<file path="config.mk">
export PLATFORM = sky130hd
export DESIGN_NAME = keyboard_report_diff_events
export DESIGN_NICKNAME = d
export VERILOG_FILES = /design/src/sv/kbd_pkg.sv /design/src/sv/kbd_ctrl.sv /design/src/sv/kbd_dpath.sv /design/src/sv/keyboard_report_diff_events.sv
export SDC_FILE = /design/constraint.sdc
export NUM_CORES = 1
export LEC_CHECK = 0
export ABC_CLOCK_PERIOD_IN_PS = 4600
export BUFFER_PORTS_ARGS = -buffer_cell sky130_fd_sc_hd__buf_2
export CAP_MARGIN = 20
export CORE_MARGIN = 2
export CORE_UTILIZATION = 50
export DETAILED_ROUTE_END_ITERATION = 10
export PLACE_DENSITY = 0.77
export SKIP_LAST_GASP = 1
export SLEW_MARGIN = 20
export SYNTH_ARGS = -nofsm -noshare
export SYNTH_HDL_FRONTEND = slang
export SYNTH_SLANG_ARGS = --single-unit
</file>
<file path="constraint.sdc">
create_clock -name clk -period 4.6 [get_ports clk]
set_input_delay 1.38 -clock clk [delete_from_list [all_inputs] [get_ports clk]]
set_output_delay 1.38 -clock clk [all_outputs]
set_load 0.01 [all_outputs]
</file>
<file path="src/sv/kbd_pkg.sv">
// Shared types, constants and sizes for the keyboard report differencer.
package kbd_pkg;

  // Held-key slots kept between reports (legal range 1 to 16)
  localparam int KEY_SLOTS   = 6;
  // Key codes carried by one boot report
  localparam int REPORT_KEYS = 6;
  // Modifier bits in report byte 0
  localparam int MOD_BITS    = 8;

  // One scan step per modifier bit, per held slot and per report code
  localparam int STEPS  = MOD_BITS + KEY_SLOTS + REPORT_KEYS;
  localparam int STEP_W = $clog2(STEPS);
  localparam int SLOT_W = (KEY_SLOTS > 1) ? $clog2(KEY_SLOTS) : 1;
  localparam int CODE_W = $clog2(REPORT_KEYS);
  localparam int MODB_W = $clog2(MOD_BITS);

  localparam logic [STEP_W-1:0] REL_BASE   = STEP_W'(MOD_BITS);
  localparam logic [STEP_W-1:0] PRESS_BASE = STEP_W'(MOD_BITS + KEY_SLOTS);
  localparam logic [STEP_W-1:0] LAST_STEP  = STEP_W'(STEPS - 1);

  // Event kinds
  localparam logic KIND_PRESS   = 1'b0;
  localparam logic KIND_RELEASE = 1'b1;

  // Input transaction: one boot-keyboard report
  typedef struct packed {
    logic [7:0]  modifier_bits;
    logic [7:0]  key_code_0;
    logic [7:0]  key_code_1;
    logic [7:0]  key_code_2;
    logic [7:0]  key_code_3;
    logic [7:0]  key_code_4;
    logic [7:0]  key_code_5;
    logic [7:0]  device_index;
    logic [31:0] timestamp;
  } report_t;

  // Output transaction: one key event
  typedef struct packed {
    logic        event_kind;
    logic [7:0]  source_device;
    logic [7:0]  key_id;
    logic [31:0] event_time;
    logic        last_of_run;
  } key_event_t;

  // Controller states
  typedef enum logic [1:0] {
    ST_IDLE,
    ST_RUN,
    ST_FLUSH
  } ctrl_state_t;

  // Controller to datapath
  typedef struct packed {
    logic              load;
    logic              step;
    logic              flush;
    logic [STEP_W-1:0] step_idx;
  } kbd_cmd_t;

  // Datapath to controller
  typedef struct packed {
    logic hit;
    logic pend_valid;
    logic out_free;
  } kbd_sts_t;

endpackage

</file>
<file path="src/sv/kbd_ctrl.sv">
// Sequencer: loads a report, walks the scan steps, then flushes the last event.
module kbd_ctrl import kbd_pkg::*; (
  input  logic     clk,
  input  logic     rst,
  input  logic     rpt_valid,
  output logic     rpt_stall,
  input  kbd_sts_t sts,
  output kbd_cmd_t cmd
);

  ctrl_state_t       state, state_next;
  logic [STEP_W-1:0] step_cnt, step_cnt_next;
  logic              advance;

  // A step stalls only when it must push the pending event into a full output
  assign advance = !(sts.hit && sts.pend_valid && !sts.out_free);

  // Next state and step counter
  always_comb begin
    state_next    = state;
    step_cnt_next = step_cnt;
    case (state)
      ST_IDLE: begin
        step_cnt_next = '0;
        if (rpt_valid) begin
          state_next = ST_RUN;
        end
      end
      ST_RUN: begin
        if (advance) begin
          if (step_cnt == LAST_STEP) begin
            state_next = ST_FLUSH;
          end else begin
            step_cnt_next = step_cnt + 1'b1;
          end
        end
      end
      ST_FLUSH: begin
        if (!sts.pend_valid || sts.out_free) begin
          state_next = ST_IDLE;
        end
      end
      default: state_next = ST_IDLE;
    endcase
  end

  // Command outputs
  always_comb begin
    cmd          = '0;
    cmd.step_idx = step_cnt;
    rpt_stall    = 1'b1;
    case (state)
      ST_IDLE: begin
        rpt_stall = 1'b0;
        cmd.load  = rpt_valid;
      end
      ST_RUN: begin
        cmd.step = advance;
      end
      ST_FLUSH: begin
        cmd.flush = sts.pend_valid && sts.out_free;
      end
      default: rpt_stall = 1'b1;
    endcase
  end

  always_ff @(posedge clk) begin
    if (rst) begin
      state    <= ST_IDLE;
      step_cnt <= '0;
    end else begin
      state    <= state_next;
      step_cnt <= step_cnt_next;
    end
  end

endmodule

</file>
<file path="src/sv/kbd_dpath.sv">
// Report registers, held-key slots, pending event and output register.
module kbd_dpath import kbd_pkg::*; (
  input  logic       clk,
  input  logic       rst,
  input  report_t    rpt,
  input  kbd_cmd_t   cmd,
  output kbd_sts_t   sts,
  output logic       evt_valid,
  input  logic       evt_stall,
  output key_event_t evt
);

  // Captured report
  logic [7:0]  mods_r;
  logic [7:0]  changed;
  logic [7:0]  codes [REPORT_KEYS];
  logic [7:0]  dev;
  logic [31:0] tstamp;

  // Persistent state
  logic [7:0]  prior_mods;
  logic [7:0]  held [KEY_SLOTS];

  // Event waiting to learn whether it is the last of its run
  logic        pend_valid;
  logic        pend_kind;
  logic [7:0]  pend_id;

  // Step decode
  logic [STEP_W-1:0] rel, prs;
  logic [SLOT_W-1:0] slot;
  logic [CODE_W-1:0] cidx;
  logic [MODB_W-1:0] mbit;
  logic [7:0]        hkey, ckey;
  logic              in_rpt, is_held, free_found;
  logic [SLOT_W-1:0] free_idx;
  logic              rel_phase, prs_phase;
  logic              hit, kind;
  logic [7:0]        id;
  logic              push, out_free;

  assign rel  = cmd.step_idx - REL_BASE;
  assign prs  = cmd.step_idx - PRESS_BASE;
  assign slot = rel[SLOT_W-1:0];
  assign cidx = prs[CODE_W-1:0];
  assign mbit = cmd.step_idx[MODB_W-1:0];
  assign hkey = held[slot];
  assign ckey = codes[cidx];

  assign rel_phase = (cmd.step_idx >= REL_BASE) && (cmd.step_idx < PRESS_BASE);
  assign prs_phase = (cmd.step_idx >= PRESS_BASE);

  // Membership tests and first empty slot
  always_comb begin
    in_rpt     = 1'b0;
    is_held    = 1'b0;
    free_found = 1'b0;
    free_idx   = '0;
    for (int j = 0; j < REPORT_KEYS; j++) begin
      if (codes[j] == hkey) in_rpt = 1'b1;
    end
    for (int j = 0; j < KEY_SLOTS; j++) begin
      if (held[j] == ckey) is_held = 1'b1;
      if (!free_found && held[j] == 8'd0) begin
        free_found = 1'b1;
        free_idx   = SLOT_W'(j);
      end
    end
  end

  // Candidate event for this step
  always_comb begin
    if (prs_phase) begin
      hit  = (ckey != 8'd0) && !is_held;
      kind = KIND_PRESS;
      id   = ckey;
    end else if (rel_phase) begin
      hit  = (hkey != 8'd0) && !in_rpt;
      kind = KIND_RELEASE;
      id   = hkey;
    end else begin
      hit  = changed[mbit];
      kind = mods_r[mbit] ? KIND_PRESS : KIND_RELEASE;
      id   = 8'(mbit);
    end
  end

  assign out_free = !evt_valid || !evt_stall;
  assign push     = (cmd.step && hit && pend_valid) || cmd.flush;

  assign sts.hit        = hit;
  assign sts.pend_valid = pend_valid;
  assign sts.out_free   = out_free;

  // Report capture
  always_ff @(posedge clk) begin
    if (cmd.load) begin
      mods_r   <= rpt.modifier_bits;
      changed  <= rpt.modifier_bits ^ prior_mods;
      codes[0] <= rpt.key_code_0;
      codes[1] <= rpt.key_code_1;
      codes[2] <= rpt.key_code_2;
      codes[3] <= rpt.key_code_3;
      codes[4] <= rpt.key_code_4;
      codes[5] <= rpt.key_code_5;
      dev      <= rpt.device_index;
      tstamp   <= rpt.timestamp;
    end
  end

  // Modifier history and held slots
  always_ff @(posedge clk) begin
    if (rst) begin
      prior_mods <= '0;
      for (int j = 0; j < KEY_SLOTS; j++) held[j] <= '0;
    end else begin
      if (cmd.load) begin
        prior_mods <= rpt.modifier_bits;
      end
      if (cmd.step && hit) begin
        if (prs_phase) begin
          if (free_found) held[free_idx] <= ckey;
        end else if (rel_phase) begin
          held[slot] <= 8'd0;
        end
      end
    end
  end

  // Pending event
  always_ff @(posedge clk) begin
    if (rst) begin
      pend_valid <= 1'b0;
    end else if (cmd.step && hit) begin
      pend_valid <= 1'b1;
    end else if (cmd.flush) begin
      pend_valid <= 1'b0;
    end
  end

  always_ff @(posedge clk) begin
    if (cmd.step && hit) begin
      pend_kind <= kind;
      pend_id   <= id;
    end
  end

  // Output register
  always_ff @(posedge clk) begin
    if (rst) begin
      evt_valid <= 1'b0;
    end else if (push) begin
      evt_valid <= 1'b1;
    end else if (!evt_stall) begin
      evt_valid <= 1'b0;
    end
  end

  always_ff @(posedge clk) begin
    if (push) begin
      evt.event_kind    <= pend_kind;
      evt.source_device <= dev;
      evt.key_id        <= pend_id;
      evt.event_time    <= tstamp;
      evt.last_of_run   <= cmd.flush;
    end
  end

endmodule

</file>
<file path="src/sv/keyboard_report_diff_events.sv">
// Top level of the keyboard report differencer: sequencer plus datapath.
//
//   channel  valid      stall      payload  dir
//   report   rpt_valid  rpt_stall  rpt      in
//   event    evt_valid  evt_stall  evt      out
//
// A report is taken, then scanned in MOD_BITS + KEY_SLOTS + REPORT_KEYS
// steps (20 by default) and a final flush step. Each event waits in a pending
// register until the next event or the flush step, so that last_of_run can be
// set on the final one. rst clears the modifier history, the held slots and
// all valid flags. A stall on the event side holds the scan only when a new
// event must move the pending one into a still-occupied output register; the
// flush step likewise waits until the pending event can move.
module keyboard_report_diff_events import kbd_pkg::*; (
  input  logic       clk,
  input  logic       rst,
  input  logic       rpt_valid,
  output logic       rpt_stall,
  input  report_t    rpt,
  output logic       evt_valid,
  input  logic       evt_stall,
  output key_event_t evt
);

  kbd_cmd_t cmd;
  kbd_sts_t sts;

  kbd_ctrl u_ctrl (
    .clk       (clk),
    .rst       (rst),
    .rpt_valid (rpt_valid),
    .rpt_stall (rpt_stall),
    .sts       (sts),
    .cmd       (cmd)
  );

  kbd_dpath u_dpath (
    .clk       (clk),
    .rst       (rst),
    .rpt       (rpt),
    .cmd       (cmd),
    .sts       (sts),
    .evt_valid (evt_valid),
    .evt_stall (evt_stall),
    .evt       (evt)
  );

  // A new report never finds an event left over from the previous one
  a_load_no_pend: assert property (@(posedge clk) disable iff (rst)
    cmd.load |-> !sts.pend_valid)
    else $error("report loaded with a pending event");

  // A scan step never moves the pending event into an occupied output
  a_push_free: assert property (@(posedge clk) disable iff (rst)
    (cmd.step && sts.hit && sts.pend_valid) |-> sts.out_free)
    else $error("event pushed into an occupied output register");

  // After a flush nothing is left pending and the final event is in the output
  a_flush_clears: assert property (@(posedge clk) disable iff (rst)
    cmd.flush |=> !sts.pend_valid && evt_valid && evt.last_of_run)
    else $error("flush did not deliver the final event");

  // Load, step and flush are mutually exclusive
  a_cmd_excl: assert property (@(posedge clk) disable iff (rst)
    $countones({cmd.load, cmd.step, cmd.flush}) <= 1)
    else $error("overlapping sequencer commands");

endmodule

</file>
### Yosys cells after proc, flatten, opt, wreduce, memory -nomap -nowiden

Memories as Yosys holds them, arrays and structs flattened.
Index checks and enable logic that the tools add are counted.

* flip-flop bits (word level): 132
* word-level logic and storage cells: 159
* output and inout port bits: 52
* memory bits (writable): 96
* memories: 2

Memory list
* u_dpath.codes: depth 6, width 8, read ports 7, clocked after memory_dff 0, write ports 6, line kbd_dpath.sv:16 `logic [7:0] codes [REPORT_KEYS];`
* u_dpath.held: depth 6, width 8, read ports 7, clocked after memory_dff 0, write ports 6, line kbd_dpath.sv:22 `logic [7:0] held [KEY_SLOTS];`

* order comparisons: 4
* muxes and demuxes: 69
* equal/unequal tests: 21
* bitwise gates (word level): 1
* $add $sub $neg: 3
* reduce and logical (&&, ||, !) cells: 43

Operators with widths (number)
* 8-bit equality test: 12
* 1-bit 2-to-1 mux: 49
* 8-bit logical NOT: 6
* 8-bit 2-to-1 mux: 4
* 8-bit nonzero test: 2
* 8-bit OR reduction: 2
* 1-bit logical AND: 13
* 1-bit logical NOT: 12
* 2-bit 2-to-1 mux: 6
* 3-bit 2-to-1 mux: 4
* 5-bit by 4-bit greater-or-equal comparator with 1-bit output, second input constant: 2
* 5-bit 2-to-1 mux: 2
* 5-bit case mux with 2 select lines: 1
* 8-bit bitwise XOR: 1
* 1-bit binary-select mux with 3-bit select: 2
* 2-bit by 1-bit != test with 1-bit output, second input constant: 3
* 2-bit != test, second input constant: 3
* 2-bit case mux with 3 select lines: 1
* 5-bit by 1-bit adder with 5-bit output, second input constant: 1
* 5-bit equality test, second input constant: 1
* 5-bit by 4-bit < comparator with 1-bit output, second input constant: 1
* 3-bit by 4-bit < comparator with 1-bit output, second input constant: 1
* 4-bit AND reduction: 1
* 2-bit nonzero test: 2
* 7 further kinds: 9

### Logic depth before layout (Yosys ltp)

An unclocked memory read counts as a cell.

* depth in word-level cells: 26
* mapped depth: 13
* gate-level depth less buffers: 11

### By module

Synthesis repeated with hierarchy kept, for this count alone.

* cells, all modules: 794
* area, all modules: 11542.3 um^2

By module, submodules not included
* kbd_dpath: cells an instance 741, area an instance 11100.6 um^2, sequential area each 7016.7 um^2, instances 1
* kbd_ctrl: cells an instance 53, area an instance 441.7 um^2, sequential area each 140.1 um^2, instances 1

### Worst setup path after synthesis

No wires, ideal clock.

* path kind: reg-to-reg
* start point: register u_ctrl.step_cnt[1]
* end point: register, netlist name u_dpath.evt[0]
* library setup time: 0.409 ns
* path slack: -0.124 ns
* stages on the path, launching flop included: 13
* data arrival time: 4.315 ns
* data required time: 4.191 ns
* cell sequence: dfxtp_1 ha_1 clkbuf_1 buf_1 mux2i_2 xor2_1 nand4_1 nor2_1 nor4_1 nand2_1 a21oi_2 nand2_1 nand2_1

* longest elaborated chain between the ends: 20

Ends and longest elaborated chain
* start, declared: line kbd_ctrl.sv:12 `logic [STEP_W-1:0] step_cnt, step_cnt_next;`
* start signal, assigned: line kbd_ctrl.sv:73 `step_cnt <= step_cnt_next;`
* 3-bit by 1-bit subtractor with 3-bit output: line kbd_dpath.sv:42 `assign rel = cmd.step_idx - REL_BASE;`
* memory read 6 x 8 bit
* 8-bit equality test: line kbd_dpath.sv:60 `if (codes[j] == hkey) in_rpt = 1'b1;`
* 1-bit 2-to-1 mux (6 in series): line kbd_dpath.sv:60
* 1-bit logical NOT: line kbd_dpath.sv:78 `hit = (hkey != 8'd0) && !in_rpt;`
* 1-bit logical AND: line kbd_dpath.sv:78
* 1-bit 2-to-1 mux: line kbd_dpath.sv:77 `end else if (rel_phase) begin`
* 1-bit 2-to-1 mux (*): line kbd_dpath.sv:73 `if (prs_phase) begin`
* 1-bit logical AND (2 in series): line kbd_ctrl.sv:16 `assign advance = !(sts.hit && sts.pend_valid && !sts.out_free);`
* 1-bit logical NOT: line kbd_ctrl.sv:16
* 1-bit 2-to-1 mux: line kbd_ctrl.sv:52 `case (state)`
* 1-bit logical AND (*) (2 in series): line kbd_dpath.sv:89 `assign push = (cmd.step && hit && pend_valid) || cmd.flush;`
* 1-bit logical OR (*): line kbd_dpath.sv:89
* via u_dpath.push: line kbd_dpath.sv:40 `logic push, out_free;`

Mark *: on every way through the listed nets, which the timed path passes. The rest lies on a longest branch. The select of a mux whose other input is x is not followed.
A chain may end at the register's enable or synchronous reset.

==> impl_metrics.csv <==
group,metric,value,unit
critical_path,reg2reg_to,"u_dpath.evt[40]",
global_route,grt_max_degree,59,
logic_synthesis,yosysSeqAreaShare,65.2,%
timing,holdWs,0.415,ns
logic_synthesis,synth_async_sr_flop_share,0,%
placement,place.gp.congestion,0.964,
critical_path,cp.arrival,4.53,ns
pwr,ir_drop,0.264,mV
run_status,status,"completed",
logic_synthesis,syn_area,11100,um^2
routing,via_per_inst,5.85,
routing,vias,7441,
global_route,first_global_vias,7231,
global_route,use_met2,36.8,%
logic_synthesis,postSynthAreaPerCell,13.8,um^2
routing,drt_wl_total,27400,um
cts,cts.sinks,247,
floorplan,start_util,50.9,%
critical_path,startpoint_type,"flop",
critical_path,crit_fanout,50,
routing,ant_nets,0,
critical_path,crit_path_end_kind,"flop",
job,cap_violations,0,
logic_synthesis,ys_warn_count,0,
placement,placed_cell_area,12300,um^2
global_route,met3_usage,4.20,%
cts,cts_tree,"yes",
cts,cts_root_buf,"clkbuf_16",
cts,clockBufferDepth,3,
timing,hold_viol_final,0,
worst_hold_path,min_path_type,"flop to flop",
floorplan,die_w,153,um
timing,tightestPinTransition,0.746,ns
placement,place_inst,1224,
timing,slew_headroom,49.7,%
critical_path,r2r.worst_path.cells,11,
placement,port_buffers,151,
cts,cts.reportedPaths.clkPinSlew,0.06,ns
pwr,pwr_density_cell,385,nW/um^2
floorplan,core,21800,um^2
timing,finalSetupViolCount,0,
cts,insertion_delay,0.54,ns
cts,cts_buffers,25,
cts,h-tree-depth,1,
logic_synthesis,synth_cell_types,56,
worst_hold_path,worstHoldStart,"u_dpath.tstamp[27]",
layout,syn_to_final_growth,18.1,%
timing,setup_tns,0,ns
routing,first_iter_violations,651,
layout,design_area,13100,um^2
global_route,grt_pass1_wl,41600,um
timing,post-route-period-util,95.0,%
routing,wl_per_cell,21.6,um
worst_hold_path,hold_path_depth,0,
logic_synthesis,postSynthCellCount,800,
pwr,p_leak,4.80,nW
logic_synthesis,synth_top_flop_cell,"edfxtp_1",
logic_synthesis,synth_nets,903,
layout,layout.cells.non_filler,1271,
critical_path,cp.required,4.76,ns
floorplan,placement_rows,54,
floorplan,dieArea,23400,um^2
routing,route.detailed.drc,0,
global_route,use_met1,31.8,%
global_route,antenna_found_initial,1,
critical_path,r2r_setup_slack,0.23,ns
global_route,grt-busiest-layer,"met2",
floorplan,io_pins,152,
logic_synthesis,yosys_register_bits,247,
pwr,fin_total_pwr,5.04,mW
global_route,grt_usage,22.9,%
layout,final_layout_size_suffix_gt1_share,26.1,%
critical_path,path_class,"flop to flop",
timing,drv_slew,0,
timing,rsz0062_at_grt,"no",
timing,min_period,4.37,ns
worst_hold_path,holdPathEnd,"u_dpath.evt[28]",
floorplan,dieHeight,153,um
layout,fin_nets,1074,
logic_synthesis,synth_edf_count,227,
timing,fmax,0.229,GHz
routing,drtPass1Iterations,7,
global_route,grt-ovfl-total,0,
placement,place_hpwl,20000,um
timing,fin_skew,0.0315,ns
## synth_stat cells (all sizes together) (5+ instances only)
| cell | count | area share, % |
|---|---|---|
| nor2b | 7 | 0.40 |
| a22o | 12 | 0.95 |
| nor4 | 28 | 1.6 |
| xnor2 | 48 | 3.8 |
| and3 | 5 | 0.28 |
| mux2i | 38 | 3.6 |
| inv | 20 | 0.68 |
| nand3 | 9 | 0.50 |
| nand4 | 17 | 0.96 |
| nand2b | 12 | 0.68 |
| xor2 | 50 | 4.0 |
| mux4 | 13 | 2.8 |
| dfxtp | 20 | 3.6 |
| mux2 | 11 | 1.1 |
| edfxtp | 227 | 62 |
| nand2 | 50 | 1.7 |
| o22ai | 7 | 0.40 |
| or2 | 5 | 0.28 |
| or3 | 16 | 0.90 |
| nor2 | 62 | 2.1 |
| nor3 | 7 | 0.32 |
| o21ai | 28 | 1.3 |
| a22oi | 6 | 0.41 |
| clkbuf | 19 | 0.64 |
| buf | 13 | 0.84 |
| a21oi | 34 | 1.6 |
## routing by layer
metal / vias up / wire [um] / share of wire (%)
li1: 3364 / - / -
met1: 3652 / 11300 / 41
met2: 363 / 13100 / 48
met3: 62 / 2250 / 8.2
met4: 0 / 759 / 2.8
met5: - / 0 / 0
## cells in the final DEF (no fill, tap or decap), drive strengths merged, types with 4 or more instances in the layout
| cell | instances |
|---|---|
| dfxtp | 20 |
| nor2 | 62 |
| nand2b | 12 |
| clkbuf | 28 |
| a21oi | 34 |
| or2 | 5 |
| clkinv | 11 |
| nand3 | 9 |
| nand2 | 50 |
| xor2 | 50 |
| mux2i | 38 |
| and3 | 5 |
| nand4 | 17 |
| nor2b | 7 |
| clkinvlp | 4 |
| o21ai | 28 |
| nor3 | 7 |
| edfxtp | 227 |
| nor4 | 28 |
| a22o | 12 |
| o22ai | 7 |
| a22oi | 6 |
| inv | 23 |
| buf | 176 |
| or3 | 16 |
| mux2 | 11 |
| mux4 | 13 |
| xnor2 | 48 |
## worst max path at each step
stage	from	endpoint	slack, ns	depth (start not counted)
after floorplan	u_ctrl.step_cnt[1]	u_dpath.held[7][0]	0.05	12
after global placement	flop	u_dpath.evt[48]	0.22	11
after detailed placement	flop	u_dpath.evt[9]	0.14	11
after CTS	flop	u_dpath.evt[26]	0.09	11
after global routing	flop	u_dpath.evt[40]	0.003	11
final	flop	u_dpath.evt[40]	0.23	11
## critical path, cell delays in order, from the launching register on
cell and delay, ns:
dfxtp_1 0.56, nor2b_1 0.49, a22o_1 0.40, or2_2 0.27, xnor2_1 0.15, nor4_1 0.08
a211oi_1 0.44, a31oi_1 0.25, a21oi_2 0.54, nand2_1 0.16, nand2_2 0.09, buf_4 0.50
## registers in the layout, summed over array words and instances, names as in the netlist, named ones only
name	count
u_dpath.pend_id	8
u_dpath.tstamp	32
u_dpath.mods_r	8
u_dpath.prior_mods	8
u_dpath.dev	8
u_ctrl.step_cnt	5
u_dpath.evt	50
u_ctrl.state	2
u_dpath.pend_kind	1
u_dpath.codes	48
u_dpath.held	64
u_dpath.changed	8
u_dpath.pend_valid	1
u_dpath.evt_valid	1
## cell type report
type	count	area, um^2
multi-input cells	499	3620
fillers	1644	8680
clock buffers	28	647
clock inverters	18	161
repair buffers	176	993
inverters	22	85.1
diodes	1	2.50
flip-flops and latches	247	7220
well taps	280	350
## kinds of logic (layout without fill, tap and decap cells)
| kind of cell | after synthesis | after routing | synth area share, % |
|---|---|---|---|
| fa+ha+maj | 3 | 3 | 0.339 |
| compound gates | 110 | 110 | 6.52 |
| buf+inv | 54 | 244 | 2.23 |
| simple gates | 226 | 226 | 10.5 |
| other cells | 0 | 1 | 0 |
| flops | 247 | 247 | 65.2 |
| xor+xnor | 98 | 98 | 7.75 |
| mux | 62 | 62 | 7.54 |
## metrics by stage
stage | worst slack [ns] | utilization [%]
floorplan | 0.0498 | -
global placement | 0.222 | 56.3
detailed placement | 0.141 | 56.3
CTS | 0.0911 | 60.1
global route | 0.00316 | 60.1
finish | 0.230 | 60.1
## power by group
part / internal, mW / switching [mW]
Clock: 1.13 / 0.845
Sequential: 2.56 / 0.0638
Combinational: 0.193 / 0.245
Total: 3.88 / 1.15
## timing repair
action / CTS / global route
hold endpoints to repair: 0 / 0
buffers inserted: 0 / 0
endpoints found under the setup margin: 0 / 98
resized for setup: 0 / 2
hold buffers: 0 / 0
(Power assumes the default switching activity.)
